File: config.mk
export PLATFORM = sky130hd
export DESIGN_NAME = swrp_out_fifo
export DESIGN_NICKNAME = d
export VERILOG_FILES = /design/src/design/swrp_pkg.sv /design/src/design/swrp_out_fifo.sv
export SDC_FILE = /design/constraint.sdc
export NUM_CORES = 1
export LEC_CHECK = 0
export ABC_AREA = 1
export BUFFER_PORTS_ARGS = -buffer_cell sky130_fd_sc_hd__clkbuf_2
export CORE_MARGIN = 2
export CORE_UTILIZATION = 54
export CTS_CLUSTER_DIAMETER = 120
export CTS_CLUSTER_SIZE = 12
export DETAILED_ROUTE_END_ITERATION = 12
export GPL_TIMING_DRIVEN = 0
export PLACE_DENSITY = 0.8
export SLEW_MARGIN = 5
export SYNTH_ARGS = -nofsm -noshare
export SYNTH_HDL_FRONTEND = slang
export SYNTH_SLANG_ARGS = --single-unit
File: constraint.sdc
create_clock -name i_clk -period 2.8 [get_ports i_clk]
set_input_delay 0.56 -clock i_clk [delete_from_list [all_inputs] [get_ports i_clk]]
set_output_delay 0.56 -clock i_clk [all_outputs]
set_load 0.01 [all_outputs]
File: src/design/swrp_pkg.sv
// Package: widths, types and helpers of the sliding window rate pacer.
`default_nettype none

package swrp_pkg;

    localparam int WINDOW_DEPTH = 100;
    localparam int SLOT_W       = $clog2(WINDOW_DEPTH);
    localparam int COUNT_W      = $clog2(WINDOW_DEPTH + 1);

    localparam int BYTE_W   = 24;
    localparam int TIME_W   = 48;
    localparam int PACE_W   = 24;
    localparam int DELAY_W  = 31;
    localparam int PROD_W   = 48;
    localparam int ALLOW_W  = 57;

    localparam logic [DELAY_W-1:0] DELAY_MAX = {DELAY_W{1'b1}};

    localparam int FIFO_DEPTH = 8;
    localparam int FIFO_PTR_W = $clog2(FIFO_DEPTH);
    localparam int CREDIT_W   = $clog2(FIFO_DEPTH + 1);

    typedef logic [SLOT_W-1:0] t_slot;

    typedef struct packed {
        logic [TIME_W-1:0] rec_time;
        logic [TIME_W-1:0] rec_total;
    } t_record;

    // Input register contents handed to the window store.
    typedef struct packed {
        logic              valid;
        logic              on;
        logic [BYTE_W-1:0] count;
        logic [TIME_W-1:0] now;
    } t_stage_a;

    // Window store output: the new record and the oldest record.
    typedef struct packed {
        logic              valid;
        logic              on;
        logic [TIME_W-1:0] now;
        logic [TIME_W-1:0] total;
        logic [TIME_W-1:0] old_time;
        logic [TIME_W-1:0] old_total;
    } t_win_out;

    function automatic t_slot next_slot(input t_slot s);
        return (s == t_slot'(WINDOW_DEPTH - 1)) ? '0 : t_slot'(s + 1'b1);
    endfunction

endpackage

`default_nettype wire

File: src/design/swrp_out_fifo.sv
// Result queue: small FIFO of delay words between the pipeline and the output.
`default_nettype none

module swrp_out_fifo (
    input  wire logic                         i_clk,
    input  wire logic                         i_rst_n,
    input  wire logic                         i_push,
    input  wire logic [swrp_pkg::DELAY_W-1:0] i_data,
    input  wire logic                         i_pop,
    output logic                              o_valid,
    output logic [swrp_pkg::DELAY_W-1:0]      o_data
);

    logic [swrp_pkg::DELAY_W-1:0]    r_mem [swrp_pkg::FIFO_DEPTH];
    logic [swrp_pkg::FIFO_PTR_W-1:0] r_wr_ptr;
    logic [swrp_pkg::FIFO_PTR_W-1:0] r_rd_ptr;
    logic [swrp_pkg::CREDIT_W-1:0]   r_fill;
    logic                            pop_ok;

    assign pop_ok  = i_pop && (r_fill != '0);
    assign o_valid = r_fill != '0;
    assign o_data  = r_mem[r_rd_ptr];

    always_ff @(posedge i_clk) begin
        if (i_push) begin
            r_mem[r_wr_ptr] <= i_data;
        end
    end

    // No overflow guard: the top level only admits words it has room for.
    always_ff @(posedge i_clk) begin
        if (!i_rst_n) begin
            r_wr_ptr <= '0;
            r_rd_ptr <= '0;
            r_fill   <= '0;
        end else begin
            if (i_push) begin
                r_wr_ptr <= r_wr_ptr + 1'b1;
            end
            if (pop_ok) begin
                r_rd_ptr <= r_rd_ptr + 1'b1;
            end
            case ({i_push, pop_ok})
                2'b10:   r_fill <= r_fill + 1'b1;
                2'b01:   r_fill <= r_fill - 1'b1;
                default: r_fill <= r_fill;
            endcase
        end
    end

endmodule

`default_nettype wire

==> summary.md <==
| Metric | Value |
|---|---|
| Status | completed |
| Top_reg_cell synth | edfxtp_1 |
| Yosys top cell by area | edfxtp_1 |
| R2r worst-path depth | 13 |
| First-pass GRT wire length | 35.2 mm |
| Initial core utilization | 0.552 |
| Clock Path Buffers | 3 |
| Max Cap Viol | 0 |
| Slew Viols, Final | 0 |
| Final setup fails | 0 |
| Max Freq | 0.374 GHz |
| Core area | 18800 um2 |
| Worst slew pin tran | 618 ps |
| Drt first pass iters | 5 |
| Syn_area_per_cell | 13.2 um2 |
| Final WL | 23.1 mm |
| FP Rows | 50 |
| H-tree levels | 1 |
| Port buffer count | 66 |
| Register bit total from synthesis | 261 |
| Final Cell Area | 12000 um2 |
| Root Buffer | clkbuf_16 |
| Clk slew on worst S/H paths | 70 ps |
| Placed inst area | 11300 um2 |
| Clock Skews | 20.1 ps |
| Initial antenna violation count | 1 |
| Mapped Area | 10400 um2 |
| Chip width | 143 um |
| Overall power | 0.0102 W |
| Share of layout cells above drive strength 1 | 0.167 |
| CTS Buf Count | 25 |
| Hold violation total from the final report | 0 |
| Detailed Route Iter0 Violations | 828 |
| Worst Path Arrival | 2110 ps |
| Post-synth EDFFs | 248 |
| Synth-to-Final Area Change | 15.4% |
| Global Route Usage Sum | 0.229 |
| TritonCTS clock tree | yes |
| DR vias/cell | 5.84 |
| Largest net degree at the start of global routing | 23 |
| Post-detailed-route count of antenna-violating nets | 0 |
| Maximum fanout along the worst path | 10 |
| Max VDD drop | 464 uV |
| Power per cell area | 856 nW/um2 |
| Vias in the first global route | 6475 |
| DIE AREA | 20300 um2 |
| Setup crit start kind | register |
| Mapped Nets | 825 |
| Top post-synthesis cells by area | edfxtp_1, nor2_1, nand2_1 |
| Global route overflow | 0 |
| Chip height | 143 um |
| Synth Instances | 785 |
| Fin Hold WS | 314 ps |
| Fin util | 0.637 |
| Synth warnings | 0 |
| Share of the yosys chip area belonging to registers | 0.743 |
| Setup Buffers After CTS | 0 |
| Setup CP Type | register to output port |
| HP Class | primary input to register |
| Tcrit/Tclk final | 0.954 |
| RR Startpoint | r_fill[1]$_SDFFE_PN0P_ |
| Nets@finish | 926 |
| Most frequent cell after synthesis | edfxtp_1 |
| Leading cell types by count after synthesis | edfxtp_1, nor2_1, nand2_1 |
| R2R Path End | r_fill[2]$_SDFFE_PN0P_ |
| I/O pin count | 67 |
| Later-pin clock latency in the skew report | 520 ps |
| R2R Setup Slk | 760 ps |
| # fillers | 1337 |
| Async SR Flop Fraction | 0 |
| DR vias | 6604 |
| Relative slew slack | 0.587 |
| Minimum clock period after layout | 2670 ps |
| Crit. End Element | output port |
| TNS Setup | 0 ps |
| RSZ-0062 raised after global routing | false |
| HPWL after DPL | 14.1 mm |
| Count of different cell masters after synthesis | 24 |
| Routed WL per cell | 20.4 um |
| DRC Markers | 0 |
| Post-synth top area share | 0.718 |
| Static Leakage | 4.27 nW |
| Clk sinks | 261 |
| Worst EP required | 2240 ps |
| Crit path capture | o_data[25] |
| RD Place Congestion | 0.829 |
power breakdown:
part           internal [W]  switching (W)
logic               0.00104        0.00179
clock network       0.00163        0.00131
registers           0.00441      0.0000651
total               0.00707        0.00317
per-layer routing:
| metal | up-vias | global-route usage | part of all wire |
|---|---|---|---|
| met5 | - | 0 | 0 |
| li1 | 3029 | - | - |
| met1 | 3213 | 0.302 | 0.39 |
| met3 | 35 | 0.0283 | 0.077 |
| met4 | 0 | 0.0719 | 0.025 |
| met2 | 327 | 0.400 | 0.51 |
worst min-delay path by stage:
stage,start,end,depth (start not counted)
after floorplan,r_rd_ptr[0]$_SDFFE_PN0N_,register,1
after global placement,r_rd_ptr[0]$_SDFFE_PN0N_,r_rd_ptr[0]$_SDFFE_PN0N_,1
after detailed placement,r_rd_ptr[0]$_SDFFE_PN0N_,register,1
after CTS,i_push,r_wr_ptr[2]$_SDFFE_PN0P_,3
final,i_data[2],r_mem[5][2]$_DFFE_PP_,1
after global routing,i_data[4],r_mem[6][4]$_DFFE_PP_,1
state kept, by name, summed over array words and instances (netlist names), named ones only:
| register | cells |
|---|---|
| r_mem | 248 |
| r_fill | 4 |
| r_rd_ptr | 3 |
| r_wr_ptr | 3 |
cells in the final DEF (no fill, tap or decap), types with 13 or more instances in the layout:
| cell type | n |
|---|---|
| clkbuf_2 | 76 |
| o21ai_1 | 52 |
| inv_1 | 16 |
| edfxtp_1 | 248 |
| o22ai_1 | 31 |
| dfxtp_1 | 13 |
| clkbuf_1 | 14 |
| nor2_1 | 128 |
| clkbuf_16 | 25 |
| nand2_1 | 110 |
| o21ai_0 | 80 |
| mux2i_1 | 31 |
what timing repair did:
action	4_1_cts	5_1_grt
endpoints found under the setup margin	0	25
resized for setup	0	16
hold buffers	0	0
stage by stage:
stage                     setup slack, ps  std cells
after floorplan                       110        785
after global placement              -1050       1085
after global routing                 39.6       1131
after CTS                            1.13       1130
after detailed placement              564       1093
final                                 130       1131
critical path, stage by stage (launching register included):
cell and delay [ps]:
dfxtp_1 480, clkbuf_1 390, o21ai_0 200, o21ai_1 200, nand2_1 90, nand2_1 90, clkbuf_2 130
cells by family (layout without fill, tap and decap cells):
family                     count (synthesis)  after routing  synth area share
AOI/OAI and AO/OA                        174            174            0.0877
xor gates and xnor gates                   3              3           0.00253
adders and majority gates                  5              5           0.00603
buffers and inverters                     60            171            0.0387
DFF                                      261            261             0.743
muxes                                     31             31            0.0299
other                                      0              1                 0
and+or+nand+nor                          251            251            0.0917
cell type report:
cell class | count | area, um2 | area share
clock buffer | 35 | 663 | 0.0554
buffer | 43 | 348 | 0.0291
inverter | 17 | 63.8 | 0.00533
tap | 234 | 293 | 0.0245
multi-input combinational | 464 | 2320 | 0.194
clock inverter | 2 | 13.8 | 0.00115
sequential | 261 | 7710 | 0.644
antenna | 1 | 2.50 | 0.000209
timing repair buffer | 74 | 551 | 0.0460
(Power assumes the default switching activity.)
